===== config.mk =====
export PLATFORM = sky130hd
export DESIGN_NAME = midi_message_decoder
export DESIGN_NICKNAME = d
export VERILOG_FILES = /design/src/rtl/mmd_pkg.sv /design/src/rtl/mmd_parse.sv /design/src/rtl/mmd_chan_regs.sv /design/src/rtl/mmd_mode_track.sv /design/src/rtl/midi_message_decoder.sv
export VERILOG_INCLUDE_DIRS = /design/src /design/src/rtl
export SDC_FILE = /design/constraint.sdc
export NUM_CORES = 1
export LEC_CHECK = 0
export BUFFER_PORTS_ARGS = -buffer_cell sky130_fd_sc_hd__buf_2
export CORE_MARGIN = 2
export CORE_UTILIZATION = 65
export CTS_CLUSTER_SIZE = 25
export DETAILED_ROUTE_END_ITERATION = 10
export GPL_TIMING_DRIVEN = 0
export PLACE_DENSITY = 0.87
export SLEW_MARGIN = 15
export SYNTH_ARGS = -nofsm -noshare
export SYNTH_HDL_FRONTEND = slang
export SYNTH_SLANG_ARGS = --single-unit

===== constraint.sdc =====
create_clock -name clock -period 17.1 [get_ports clock]
set_input_delay 1.71 -clock clock [delete_from_list [all_inputs] [get_ports clock]]
set_output_delay 1.71 -clock clock [all_outputs]
set_load 0.05 [all_outputs]

===== src/rtl/midi_message_decoder_defines.svh =====
// ----------------------------------------------------------------------------
// MIDI message decoder assertion macros
// Shared property macros for the checks at the end of the top level. All of
// them sample on the rising edge of clock and are disabled during reset.
// ----------------------------------------------------------------------------
`ifndef MIDI_MESSAGE_DECODER_DEFINES_SVH
`define MIDI_MESSAGE_DECODER_DEFINES_SVH

// The consequent holds in the same cycle as the antecedent.
`define MMD_ASSERT_SAME(label, ante, cons) \
   label: assert property (@(posedge clock) disable iff (reset) (ante) |-> (cons)) \
      else $error("midi_message_decoder check failed");

// The consequent holds in the cycle after the antecedent.
`define MMD_ASSERT_NEXT(label, ante, cons) \
   label: assert property (@(posedge clock) disable iff (reset) (ante) |=> (cons)) \
      else $error("midi_message_decoder check failed");

`endif


===== src/rtl/mmd_pkg.sv =====
// ----------------------------------------------------------------------------
// MIDI message decoder package
// Status and controller codes, modes, shared structs and the mode heuristic.
// ----------------------------------------------------------------------------
`default_nettype none

package mmd_pkg;

   localparam int unsigned CSR_ADDR_W = 3;
   localparam int unsigned CSR_DATA_W = 32;
   localparam logic [CSR_ADDR_W-3:0] CSR_MODE_OVERRIDE = '0;

   typedef enum logic [2:0] {
      EV_NOTE_ON   = 3'd0,
      EV_NOTE_OFF  = 3'd1,
      EV_BEND      = 3'd2,
      EV_PRESSURE  = 3'd3,
      EV_CONTROL   = 3'd4
   } event_kind_type;

   localparam logic [3:0] ST_NOTE_OFF = 4'h8;
   localparam logic [3:0] ST_NOTE_ON  = 4'h9;
   localparam logic [3:0] ST_CONTROL  = 4'hB;
   localparam logic [3:0] ST_PRESSURE = 4'hD;
   localparam logic [3:0] ST_BEND     = 4'hE;
   localparam logic [3:0] ST_SYSTEM   = 4'hF;

   localparam logic [1:0] MODE_AUTO    = 2'd0;
   localparam logic [1:0] MODE_MPE     = 2'd1;
   localparam logic [1:0] MODE_CLASSIC = 2'd2;
   localparam logic [1:0] MODE_WIND    = 2'd3;

   localparam logic [6:0] CC_BREATH     = 7'd2;
   localparam logic [6:0] CC_DATA_ENTRY = 7'd6;
   localparam logic [6:0] CC_NRPN_LSB   = 7'd98;
   localparam logic [6:0] CC_NRPN_MSB   = 7'd99;
   localparam logic [6:0] CC_RPN_LSB    = 7'd100;
   localparam logic [6:0] CC_RPN_MSB    = 7'd101;

   localparam logic [6:0] RPN_NULL        = 7'd127;
   localparam logic [6:0] RPN_MSB_GROUP   = 7'd0;
   localparam logic [6:0] RPN_BEND_RANGE  = 7'd0;
   localparam logic [6:0] RPN_MPE_CONFIG  = 7'd6;

   localparam logic [6:0] RANGE_DEFAULT = 7'd2;
   localparam logic [6:0] RANGE_MPE     = 7'd48;
   localparam logic [3:0] ZONE_MAX      = 4'd15;
   localparam logic [4:0] BREATH_LIMIT  = 5'd16;

   typedef struct packed {
      logic       ok;
      logic [3:0] code;
      logic [3:0] ch;
      logic [6:0] v1;
      logic [6:0] v2;
   } msg_type;

   typedef struct packed {
      logic       valid;
      logic [3:0] members;
   } zone_wr_type;

   function automatic logic two_or_more(input logic [15:0] v);
      return |(v & (v - 16'd1));
   endfunction

   function automatic logic [1:0] choose_mode(input logic zone_rx,
                                              input logic [15:0] notes,
                                              input logic [15:0] exprs,
                                              input logic [4:0] breath);
      logic [15:0] mn;
      logic [15:0] me;
      mn = notes & 16'hFFFE;
      me = exprs & 16'hFFFE;
      if (zone_rx) begin
         return MODE_MPE;
      end else if (two_or_more(mn) && two_or_more(mn & me)) begin
         return MODE_MPE;
      end else if (!two_or_more(notes) && breath >= BREATH_LIMIT) begin
         return MODE_WIND;
      end
      return MODE_CLASSIC;
   endfunction

endpackage

`default_nettype wire


===== src/rtl/mmd_parse.sv =====
// ----------------------------------------------------------------------------
// MIDI message parser
// Resolves running status, drops system messages and masks data bytes.
// ----------------------------------------------------------------------------
`default_nettype none

module mmd_parse (
   input  wire logic [7:0]      status_byte,
   input  wire logic [7:0]      first_data,
   input  wire logic [7:0]      second_data,
   input  wire logic [7:0]      prev_status,
   output mmd_pkg::msg_type     msg
);
   import mmd_pkg::*;

   logic [7:0] st;
   logic [7:0] d1;
   logic [7:0] d2;
   logic       run_ok;

   always_comb begin
      run_ok = 1'b1;
      st     = status_byte;
      d1     = first_data;
      d2     = second_data;
      if (!status_byte[7]) begin
         run_ok = prev_status[7];
         st     = prev_status;
         d1     = status_byte;
         d2     = first_data;
      end
      msg.ok   = run_ok && (st[7:4] != ST_SYSTEM);
      msg.code = st[7:4];
      msg.ch   = st[3:0];
      msg.v1   = d1[6:0];
      msg.v2   = d2[6:0];
   end

endmodule

`default_nettype wire


===== src/rtl/mmd_chan_regs.sv =====
// ----------------------------------------------------------------------------
// MIDI per-channel parameter registers
// Holds the RPN and NRPN selection and the bend range for each channel, and
// raises a zone update on an MPE configuration message.
// ----------------------------------------------------------------------------
`default_nettype none

module mmd_chan_regs (
   input  wire logic             clock,
   input  wire logic             reset,
   input  wire logic             fire,
   input  wire mmd_pkg::msg_type msg,
   input  wire logic [1:0]       cur_mode,
   input  wire logic [3:0]       cur_members,
   output logic [6:0]            bend_range,
   output mmd_pkg::zone_wr_type  zone_wr
);
   import mmd_pkg::*;

   logic [6:0] range_ff [16];
   logic [6:0] range_in [16];
   logic       range_set_ff [16];
   logic       range_set_in [16];
   logic [6:0] msb_ff [16];
   logic [6:0] msb_in [16];
   logic [6:0] lsb_ff [16];
   logic [6:0] lsb_in [16];
   logic       nrpn_ff [16];
   logic       nrpn_in [16];
   logic       is_cc;
   logic       member;

   assign is_cc = fire && msg.ok && (msg.code == ST_CONTROL);

   always_comb begin
      range_in     = range_ff;
      range_set_in = range_set_ff;
      msb_in       = msb_ff;
      lsb_in       = lsb_ff;
      nrpn_in      = nrpn_ff;
      zone_wr      = '0;
      if (is_cc) begin
         unique case (msg.v1)
            CC_RPN_MSB: begin
               msb_in[msg.ch]  = msg.v2;
               nrpn_in[msg.ch] = 1'b0;
            end
            CC_RPN_LSB: begin
               lsb_in[msg.ch]  = msg.v2;
               nrpn_in[msg.ch] = 1'b0;
            end
            CC_NRPN_MSB, CC_NRPN_LSB: begin
               nrpn_in[msg.ch] = 1'b1;
            end
            CC_DATA_ENTRY: begin
               if (!nrpn_ff[msg.ch] && msb_ff[msg.ch] == RPN_MSB_GROUP) begin
                  if (lsb_ff[msg.ch] == RPN_BEND_RANGE) begin
                     range_in[msg.ch]     = msg.v2;
                     range_set_in[msg.ch] = 1'b1;
                  end else if (lsb_ff[msg.ch] == RPN_MPE_CONFIG && msg.ch == 4'd0) begin
                     zone_wr.valid   = 1'b1;
                     zone_wr.members = (msg.v2 > {3'd0, ZONE_MAX}) ? ZONE_MAX : msg.v2[3:0];
                  end
               end
            end
            default: begin
            end
         endcase
      end
   end

   always_ff @(posedge clock) begin
      if (reset) begin
         for (int i = 0; i < 16; i++) begin
            range_ff[i]     <= RANGE_DEFAULT;
            range_set_ff[i] <= 1'b0;
            msb_ff[i]       <= RPN_NULL;
            lsb_ff[i]       <= RPN_NULL;
            nrpn_ff[i]      <= 1'b0;
         end
      end else begin
         range_ff     <= range_in;
         range_set_ff <= range_set_in;
         msb_ff       <= msb_in;
         lsb_ff       <= lsb_in;
         nrpn_ff      <= nrpn_in;
      end
   end

   assign member = (cur_members != 4'd0) && (msg.ch != 4'd0) && (msg.ch <= cur_members);

   always_comb begin
      if (range_set_ff[msg.ch]) begin
         bend_range = range_ff[msg.ch];
      end else if (cur_mode == MODE_MPE && member) begin
         bend_range = RANGE_MPE;
      end else begin
         bend_range = RANGE_DEFAULT;
      end
   end

endmodule

`default_nettype wire


===== src/rtl/mmd_mode_track.sv =====
// ----------------------------------------------------------------------------
// MIDI input mode tracker
// Keeps the note and expression channel masks, the breath count and the MPE
// zone, and works out the input mode after the messages that change it.
// ----------------------------------------------------------------------------
`default_nettype none

module mmd_mode_track (
   input  wire logic                 clock,
   input  wire logic                 reset,
   input  wire logic                 fire,
   input  wire mmd_pkg::msg_type     msg,
   input  wire mmd_pkg::zone_wr_type zone_wr,
   input  wire logic [1:0]           mode_force,
   output logic [1:0]                cur_mode,
   output logic [3:0]                cur_members,
   output logic [1:0]                next_mode,
   output logic [3:0]                next_members
);
   import mmd_pkg::*;

   logic [15:0] notes_ff;
   logic [15:0] notes_in;
   logic [15:0] exprs_ff;
   logic [15:0] exprs_in;
   logic [4:0]  breath_ff;
   logic [4:0]  breath_in;
   logic        zone_rx_ff;
   logic        zone_rx_in;
   logic [3:0]  members_ff;
   logic [3:0]  members_in;
   logic [1:0]  detected_ff;
   logic [1:0]  detected_in;
   logic [15:0] ch_bit;
   logic        act;
   logic        note_on;
   logic        breath;
   logic        expr;

   assign act     = fire && msg.ok;
   assign ch_bit  = 16'd1 << msg.ch;
   assign note_on = act && (msg.code == ST_NOTE_ON) && (msg.v2 != 7'd0);
   assign breath  = act && (msg.code == ST_CONTROL) && (msg.v1 == CC_BREATH);
   assign expr    = act && (msg.code == ST_BEND || msg.code == ST_PRESSURE);

   always_comb begin
      notes_in   = note_on ? (notes_ff | ch_bit) : notes_ff;
      exprs_in   = expr ? (exprs_ff | ch_bit) : exprs_ff;
      breath_in  = (breath && breath_ff < BREATH_LIMIT) ? breath_ff + 5'd1 : breath_ff;
      zone_rx_in = zone_wr.valid ? (zone_wr.members != 4'd0) : zone_rx_ff;
      members_in = zone_wr.valid ? zone_wr.members : members_ff;
      if (note_on || breath || zone_wr.valid) begin
         detected_in = choose_mode(zone_rx_in, notes_in, exprs_in, breath_in);
      end else begin
         detected_in = detected_ff;
      end
   end

   always_ff @(posedge clock) begin
      if (reset) begin
         notes_ff    <= '0;
         exprs_ff    <= '0;
         breath_ff   <= '0;
         zone_rx_ff  <= 1'b0;
         members_ff  <= ZONE_MAX;
         detected_ff <= MODE_CLASSIC;
      end else begin
         notes_ff    <= notes_in;
         exprs_ff    <= exprs_in;
         breath_ff   <= breath_in;
         zone_rx_ff  <= zone_rx_in;
         members_ff  <= members_in;
         detected_ff <= detected_in;
      end
   end

   assign cur_mode     = (mode_force != MODE_AUTO) ? mode_force : detected_ff;
   assign cur_members  = members_ff;
   assign next_mode    = (mode_force != MODE_AUTO) ? mode_force : detected_in;
   assign next_members = members_in;

endmodule

`default_nettype wire


===== src/rtl/midi_message_decoder.sv =====
// ----------------------------------------------------------------------------
// MIDI channel message decoder
// Decodes one three-byte MIDI message per beat into one event beat, with
// running status, RPN bend range, MPE zone setup and input mode detection.
// ----------------------------------------------------------------------------
// Usage: the request channel carries one message per beat (status byte and
// two data bytes; under running status the first two bytes are data). The
// response channel returns exactly one beat per request beat, in order; a
// beat with rsp_event_valid low reports a dropped or ignored message but
// still carries the current mode and zone size.
// A request beat is held in an input register and decoded from there into
// the output register once that register is free, so rsp_valid rises after
// the beat has passed both registers. One message is taken every cycle while
// the receiver keeps rsp_ready high; the decode path is a short compare tree
// and one 14 by 8 bit multiply for the bend value.
// When the receiver holds rsp_ready low the output register keeps its beat
// and the input register can still take one more beat before req_ready drops.
// Write the mode override register through the APB-style port only while
// the block is idle; the block does not enforce this. Reset is synchronous
// and resets all channel state, masks and override; no clearing pass follows.
// ----------------------------------------------------------------------------
`default_nettype none

module midi_message_decoder (
   input  wire logic                          clock,
   input  wire logic                          reset,
   input  wire logic                          req_valid,
   output logic                               req_ready,
   input  wire logic [7:0]                    req_status_byte,
   input  wire logic [7:0]                    req_first_data,
   input  wire logic [7:0]                    req_second_data,
   output logic                               rsp_valid,
   input  wire logic                          rsp_ready,
   output logic                               rsp_event_valid,
   output logic [2:0]                         rsp_event_kind,
   output logic [3:0]                         rsp_channel,
   output logic [6:0]                         rsp_first_value,
   output logic [6:0]                         rsp_second_value,
   output logic signed [20:0]                 rsp_bend_value,
   output logic [1:0]                         rsp_effective_mode,
   output logic [3:0]                         rsp_zone_member_count,
   input  wire logic                          csr_psel,
   input  wire logic                          csr_penable,
   input  wire logic                          csr_pwrite,
   input  wire logic [mmd_pkg::CSR_ADDR_W-1:0] csr_paddr,
   input  wire logic [mmd_pkg::CSR_DATA_W-1:0] csr_pwdata,
   output logic [mmd_pkg::CSR_DATA_W-1:0]     csr_prdata,
   output logic                               csr_pready
);
   import mmd_pkg::*;

   `include "midi_message_decoder_defines.svh"

   logic               in_valid_ff;
   logic               in_valid_in;
   logic [7:0]         status_ff;
   logic [7:0]         first_ff;
   logic [7:0]         second_ff;
   logic [7:0]         prev_status_ff;
   logic [7:0]         prev_status_in;
   logic [1:0]         override_ff;
   logic [1:0]         override_in;
   logic               out_valid_ff;
   logic               out_valid_in;
   logic               out_free;
   logic               fire;
   logic               req_fire;
   logic               csr_sel_mode;
   msg_type            msg;
   zone_wr_type        zone_wr;
   logic [6:0]         bend_range;
   logic [1:0]         cur_mode;
   logic [3:0]         cur_members;
   logic [1:0]         next_mode;
   logic [3:0]         next_members;
   logic               ev_valid;
   event_kind_type     ev_kind;
   logic [3:0]         ev_ch;
   logic [6:0]         ev_first;
   logic [6:0]         ev_second;
   logic signed [13:0] bend_offset;
   logic signed [21:0] bend_product;
   logic signed [20:0] ev_bend;
   logic               ev_valid_ff;
   event_kind_type     ev_kind_ff;
   logic [3:0]         ev_ch_ff;
   logic [6:0]         ev_first_ff;
   logic [6:0]         ev_second_ff;
   logic signed [20:0] ev_bend_ff;
   logic [1:0]         mode_ff;
   logic [3:0]         members_ff;

   assign out_free  = !out_valid_ff || rsp_ready;
   assign fire      = in_valid_ff && out_free;
   assign req_ready = !in_valid_ff || out_free;
   assign req_fire  = req_valid && req_ready;

   assign in_valid_in  = req_fire ? 1'b1 : (fire ? 1'b0 : in_valid_ff);
   assign out_valid_in = fire ? 1'b1 : (rsp_ready ? 1'b0 : out_valid_ff);

   assign csr_sel_mode = (csr_paddr[CSR_ADDR_W-1:2] == CSR_MODE_OVERRIDE);
   assign override_in  = (csr_psel && csr_penable && csr_pwrite && csr_sel_mode)
                         ? csr_pwdata[1:0] : override_ff;
   assign csr_pready   = 1'b1;
   assign csr_prdata   = csr_sel_mode ? {{(CSR_DATA_W-2){1'b0}}, override_ff} : '0;

   mmd_parse u_parse (
      .status_byte (status_ff),
      .first_data  (first_ff),
      .second_data (second_ff),
      .prev_status (prev_status_ff),
      .msg         (msg)
   );

   mmd_chan_regs u_chan_regs (
      .clock       (clock),
      .reset       (reset),
      .fire        (fire),
      .msg         (msg),
      .cur_mode    (cur_mode),
      .cur_members (cur_members),
      .bend_range  (bend_range),
      .zone_wr     (zone_wr)
   );

   mmd_mode_track u_mode_track (
      .clock         (clock),
      .reset         (reset),
      .fire          (fire),
      .msg           (msg),
      .zone_wr       (zone_wr),
      .mode_force    (override_ff),
      .cur_mode      (cur_mode),
      .cur_members   (cur_members),
      .next_mode     (next_mode),
      .next_members  (next_members)
   );

   assign prev_status_in = (fire && msg.ok) ? {msg.code, msg.ch} : prev_status_ff;

   assign bend_offset  = $signed({~msg.v2[6], msg.v2[5:0], msg.v1});
   assign bend_product = bend_offset * $signed({1'b0, bend_range});

   always_comb begin
      ev_valid  = 1'b0;
      ev_kind   = EV_NOTE_ON;
      ev_first  = '0;
      ev_second = '0;
      ev_bend   = '0;
      if (msg.ok) begin
         unique case (msg.code)
            ST_NOTE_ON: begin
               ev_valid  = 1'b1;
               ev_kind   = (msg.v2 == 7'd0) ? EV_NOTE_OFF : EV_NOTE_ON;
               ev_first  = msg.v1;
               ev_second = msg.v2;
            end
            ST_NOTE_OFF: begin
               ev_valid  = 1'b1;
               ev_kind   = EV_NOTE_OFF;
               ev_first  = msg.v1;
               ev_second = msg.v2;
            end
            ST_BEND: begin
               ev_valid = 1'b1;
               ev_kind  = EV_BEND;
               ev_bend  = bend_product[20:0];
            end
            ST_PRESSURE: begin
               ev_valid  = 1'b1;
               ev_kind   = EV_PRESSURE;
               ev_second = msg.v1;
            end
            ST_CONTROL: begin
               ev_valid  = 1'b1;
               ev_kind   = EV_CONTROL;
               ev_first  = msg.v1;
               ev_second = msg.v2;
            end
            default: begin
            end
         endcase
      end
      ev_ch = ev_valid ? msg.ch : 4'd0;
   end

   always_ff @(posedge clock) begin
      if (reset) begin
         in_valid_ff    <= 1'b0;
         out_valid_ff   <= 1'b0;
         prev_status_ff <= '0;
         override_ff    <= MODE_AUTO;
      end else begin
         in_valid_ff    <= in_valid_in;
         out_valid_ff   <= out_valid_in;
         prev_status_ff <= prev_status_in;
         override_ff    <= override_in;
      end
   end

   always_ff @(posedge clock) begin
      if (req_fire) begin
         status_ff <= req_status_byte;
         first_ff  <= req_first_data;
         second_ff <= req_second_data;
      end
      if (fire) begin
         ev_valid_ff  <= ev_valid;
         ev_kind_ff   <= ev_kind;
         ev_ch_ff     <= ev_ch;
         ev_first_ff  <= ev_first;
         ev_second_ff <= ev_second;
         ev_bend_ff   <= ev_bend;
         mode_ff      <= next_mode;
         members_ff   <= next_members;
      end
   end

   assign rsp_valid             = out_valid_ff;
   assign rsp_event_valid       = ev_valid_ff;
   assign rsp_event_kind        = ev_kind_ff;
   assign rsp_channel           = ev_ch_ff;
   assign rsp_first_value       = ev_first_ff;
   assign rsp_second_value      = ev_second_ff;
   assign rsp_bend_value        = ev_bend_ff;
   assign rsp_effective_mode    = mode_ff;
   assign rsp_zone_member_count = members_ff;

   `MMD_ASSERT_NEXT(a_decode_lands, fire, rsp_valid)
   `MMD_ASSERT_NEXT(a_request_held, req_fire, in_valid_ff)
   `MMD_ASSERT_SAME(a_no_event_clean, rsp_valid && !rsp_event_valid,
                    rsp_bend_value == 21'sd0 && rsp_first_value == 7'd0 && rsp_channel == 4'd0)
   `MMD_ASSERT_SAME(a_bend_only_on_bend, rsp_valid && rsp_event_kind != EV_BEND,
                    rsp_bend_value == 21'sd0)

endmodule

`default_nettype wire

# == Word-level counts from Yosys, hierarchy flattened ==
# Cells that the tools add are included.
# totals
ff_bits,495
in_bits,66
elab_cells,257
out_inout_bits,84
# classes
eq_ne,14
n_shift,1
n_bitwise,13
magnitude_cmp,6
muxes,61
reduce_logical,55
add_sub_neg,4
n_mul,1
# ops
cell,count
112-bit bitwise mux,3
7-bit binary-select mux with 4-bit select,3
16-bit bitwise AND,5
7-bit 2-to-1 mux,10
16-bit bitwise OR,4
16-bit OR reduction,3
"16-bit by 1-bit subtractor with 16-bit output, second input constant",3
16-bit 2-to-1 mux,2
16-bit one-hot mux with 2 select lines,1
5-bit 2-to-1 mux,6
7-bit demux with 4-bit select,1
"7-bit == test, second input constant",4
1-bit logical AND,21
7-bit logical NOT,3
14-bit by 8-bit multiplier with 21-bit output,1
"4-bit == test, second input constant",5
1-bit 2-to-1 mux,18
2-bit 2-to-1 mux,8
16-bit NOT,1
"1-bit by 4-bit << shifter with 16-bit output, first input constant",1
3-bit one-hot mux with 5 select lines,1
"7-bit by 3-bit == test with 1-bit output, second input constant",2
7-bit one-hot mux with 2 select lines,1
4-bit nonzero test,3
26 further kinds,45

# == Longest topological paths before layout ==
# logic_depth
depth_word,19
ltp_mapped,36

# == By module ==
# Synthesis repeated with hierarchy kept, for this count alone.
# unflattened
hier_cells,2568
hier_area_um2,26240.2
# by_module_without_submodules
mod,instances,area_per_inst_um2,seq_area_each_um2,cells_each
mmd_chan_regs,1,16724.8,7367.1,1632
midi_message_decoder,1,6934.2,2432.3,647
mmd_mode_track,1,2302.2,860.8,263
mmd_parse,1,279.0,0.0,26

# == Worst setup path after synthesis ==
# No wires, ideal clock.
# synth_timing
kind,register -> register
startpoint,reg status_ff[7]
endpoint,"reg ev_bend_ff[14], in the netlist rsp_bend_value[14], data pin"
arrival_ns,7.167
required_ns,16.834
stages_incl_launch_ff,32
setup_ns,0.266
setup_slack_ns,9.667
path_cell_list,edfxtp_1 > buf_4 > buf_6 > mux2i_1 > inv_2 > clkbuf_1 > clkbuf_1 > clkbuf_1 > clkbuf_1 > ha_1 > nor2b_1 > o21ai_0 > nand2b_1 > a21oi_1 > a41oi_1 > o21ai_0 > o21ai_0 > or2_2 > fa_1 > fa_1 > inv_1 > fa_1 > inv_1 > fa_1 > inv_1 > ha_1 > a2111oi_0 > nor3_1 > or3_1 > a21oi_1 > xor2_1 > nor2_1
# synth_lines
item,line_no,text
start: declaration,midi_message_decoder.sv:56,logic [7:0] status_ff;
start signal: assignment,midi_message_decoder.sv:203,status_ff <= req_status_byte;
end signal: assignment,midi_message_decoder.sv:213,ev_bend_ff <= ev_bend;
end: declaration,midi_message_decoder.sv:89,logic signed [20:0] ev_bend_ff;

==> qor.yml <==
status:
  status: "finished, final reports clean"
sta:
  skew_ns: 0.0281
  relSlewSlack_pct: 7.61
  worst_pin_slew_ns: 1.38
  drv_slew: 0
  rsz0062_at_grt: "no"
  setup_tns_ns: 0
  hold_viol_final: 0
  finalCritPeriodShare_pct: 62.8
  fmax_mhz: 93.1
  period_minus_slack_ns: 10.74
  setup_viol: 0
global_routing:
  antenna_found_initial: 2
  grt_max_degree: 38
  grtUsageTotal_pct: 38.6
  grt_pass1_wl_um: 116000
  gr-total-overflow: 0
  grt_pass1_vias: 21030
power:
  comb_power_share_pct: 21.1
  p_int_mw: 2.04
  pwr-share-seq_pct: 40.4
  clock_power_share_pct: 38.5
  swShare_pct: 31.0
  vdd_drop_max_mv: 0.105
  power_per_cell_area_nw_per_um2: 109
  leakage_nw: 11.5
  fin_total_pwr_mw: 2.96
  switchingPower_mw: 0.918
synthesis:
  ys.flop_type: "dfxtp_1"
  avgSynthCellArea_um2: 9.14
  synthTopCellsByArea: "dfxtp_1 35%, edfxtp_1 8.8%, a211o_1 8.7%"
  synth-edff-count: 71
  yosysTopAreaCell: "dfxtp_1"
  syn_area_um2: 24400
  async_reset_ff_share_pct: 0
  ys_warn_count: 0
  ys_seq_area_share_pct: 43.5
  synth.top_cell.area_share_pct: 34.8
  synth_cell_types: 75
  synth_cells: 2665
  synth-seq-cells: 494
clock_tree:
  post-cts-setup-buffers: 0
  cts_tree: "done"
  cts.repair.resized: 0
  clkTransAtPathRegs_ns: 0.07
  clockRootBuffer: "clkbuf_16"
  cts_buffers: 50
  clkLatencyLatePin_ns: 0.63
  cts_hold_buf: 0
  cts.sink_count: 494
  h-tree-depth: 2
  clockBufferDepth: 3
place:
  placedInstanceArea_um2: 25500
  gp_congestion: 0.994
  dp_cells: 3246
  io_buffer_count: 83
  dp.final_hpwl_um: 53500
floorplanning:
  coreArea_um2: 36800
  fp.dieH_um: 198
  ios: 150
  die_area_um2: 39000
  rows: 70
  start_util_pct: 66.2
  die_w_um: 198
finish:
  area_delta_synth_final_pct: 11.9
  final_area_um2: 27300
  antenna_cells: 0
  postLayoutCoreUtil_pct: 74.1
  drive_above_1_share_pct: 10.8
  layout_commonest_cell: "nor2_1"
  final_cell_mix: "544 x nor2_1, 423 x dfxtp_1, 241 x a211o_1"
  nFillCells: 2614
  stdcell_count: 3338
  final_nets: 3017
detailed_routing:
  viasPerCell: 6.51
  antenna_left: 0
  wl_um: 75500
  first_iter_violations: 2903
  wl_per_cell_um: 22.6
  dr_total_vias: 21716
  drt_first_pass_iters: 6
  drc: 0
worst_setup_path:
  crit_family: "buffers and inverters"
  critPathBufInv: 10
  cp_data_arrival_time_ns: 11.08
  cpMostUsedCell: "clkbuf_1"
  startpoint_type: "flop"
  worstSetupPathType: "flop to flop"
  crit_fanout: 10
  worstPathRequired_ns: 17.44
  critPathCaptureType: "flop"
  cpMaxStageDelayCell: "a2111oi_0"
  slowest_delay_ns: 0.68
run:
  cap_violations: 0
min_path:
  min_path_type: "flop to flop"
[final cells by class]
class	instances	area (um^2)	share of cell area (%)
multi-input cells	1841	12400	45.3
flip-flops and latches	494	10600	38.9
clock buffers	67	1460	5.34
plain buffers	220	1020	3.76
well taps	468	586	2.15
inverters	139	524	1.92
repair buffers	84	435	1.60
clock inverters	25	283	1.04
[power groups by stage]
stage          logic [mW]  clock network (mW)  registers, mW
2_1_floorplan       0.424                   0           1.24
3_3_place_gp        0.582                   0           1.22
5_1_grt             0.682                1.18           1.20
6_report            0.624                1.14           1.20
4_1_cts             0.612                1.14           1.20
3_5_place_dp        0.603                   0           1.22
[worst reg2reg max path, delay by kind of cell, from the launching register on]
family	cells	cell delay, ns
adders and majority gates	5	2.03
AOI/OAI and AO/OA	10	2.84
and+or+nand+nor	6	1.19
muxes	1	0.22
DFF	1	0.40
xor gates and xnor gates	1	0.22
buffers and inverters	10	3.55
[registers in the layout (all words and copies together) (netlist names), 7 cells and up, named ones only]
register,flops
rsp_second_value,7
first_ff,7
u_mode_track.exprs_ff,15
u_chan_regs.msb_ff,112
u_chan_regs.range_set_ff,16
rsp_first_value,7
status_ff,8
u_mode_track.notes_ff,16
prev_status_ff,8
second_ff,7
u_chan_regs.lsb_ff,112
u_chan_regs.range_ff,112
rsp_bend_value,21
[per-stage QoR]
stage	setup slack [ns]	hold WS (ns)
after floorplan	9.67	0.424
after global placement	7.08	0.435
after detailed placement	6.83	0.444
after CTS	6.65	0.458
after global routing	6.00	0.474
final	6.36	0.456
[path summary, 6_finish.rpt]
check	slack (ns)	endpoint	start	depth (start not counted)
worst min register to register	0.46	u_chan_regs.lsb_ff[66]$_SDFFE_PP1P_	u_chan_regs.lsb_ff[66]$_SDFFE_PP1P_	1
worst max-delay path	6.36	rsp_bend_value[20]$_SDFFCE_PN0P_	status_ff[7]$_DFFE_PP_	33
worst min-delay path	0.46	u_chan_regs.lsb_ff[66]$_SDFFE_PP1P_	u_chan_regs.lsb_ff[66]$_SDFFE_PP1P_	1
worst max register to register	6.36	rsp_bend_value[20]$_SDFFCE_PN0P_	status_ff[7]$_DFFE_PP_	33
[logic make-up after synthesis]
| kind of cell | count (synthesis) | synth area share [%] |
|---|---|---|
| other | 2 | 0.0308 |
| AOI/OAI and AO/OA | 506 | 15.7 |
| xor gates and xnor gates | 23 | 0.827 |
| and+or+nand+nor | 1015 | 18.5 |
| adders and majority gates | 121 | 8.50 |
| buffers and inverters | 359 | 6.36 |
| DFF | 494 | 43.5 |
| muxes | 145 | 6.55 |
[synth_stat cells, types with 10 or more instances]
cell type / number
nand3_1: 58
clkbuf_1: 152
or2_2: 26
a211oi_1: 27
buf_2: 18
a21oi_1: 98
edfxtp_1: 71
fa_1: 74
a31oi_1: 20
nand2_1: 192
a211o_1: 241
ha_1: 47
o21ai_0: 19
nor4_1: 56
buf_1: 10
o22ai_1: 24
nor3_1: 39
dfxtp_1: 423
nand2b_1: 14
buf_4: 33
nor2_1: 545
nand2_4: 11
inv_1: 135
xnor2_1: 14
and3_1: 25
mux2i_1: 124
[per-layer routing]
metal	wire length (um)	GRT usage, %
met1	28900	49.3
met2	33900	60.8
met3	8940	9.42
met4	3830	20.4
met5	25	0
Power figures use the tool's default switching activity.
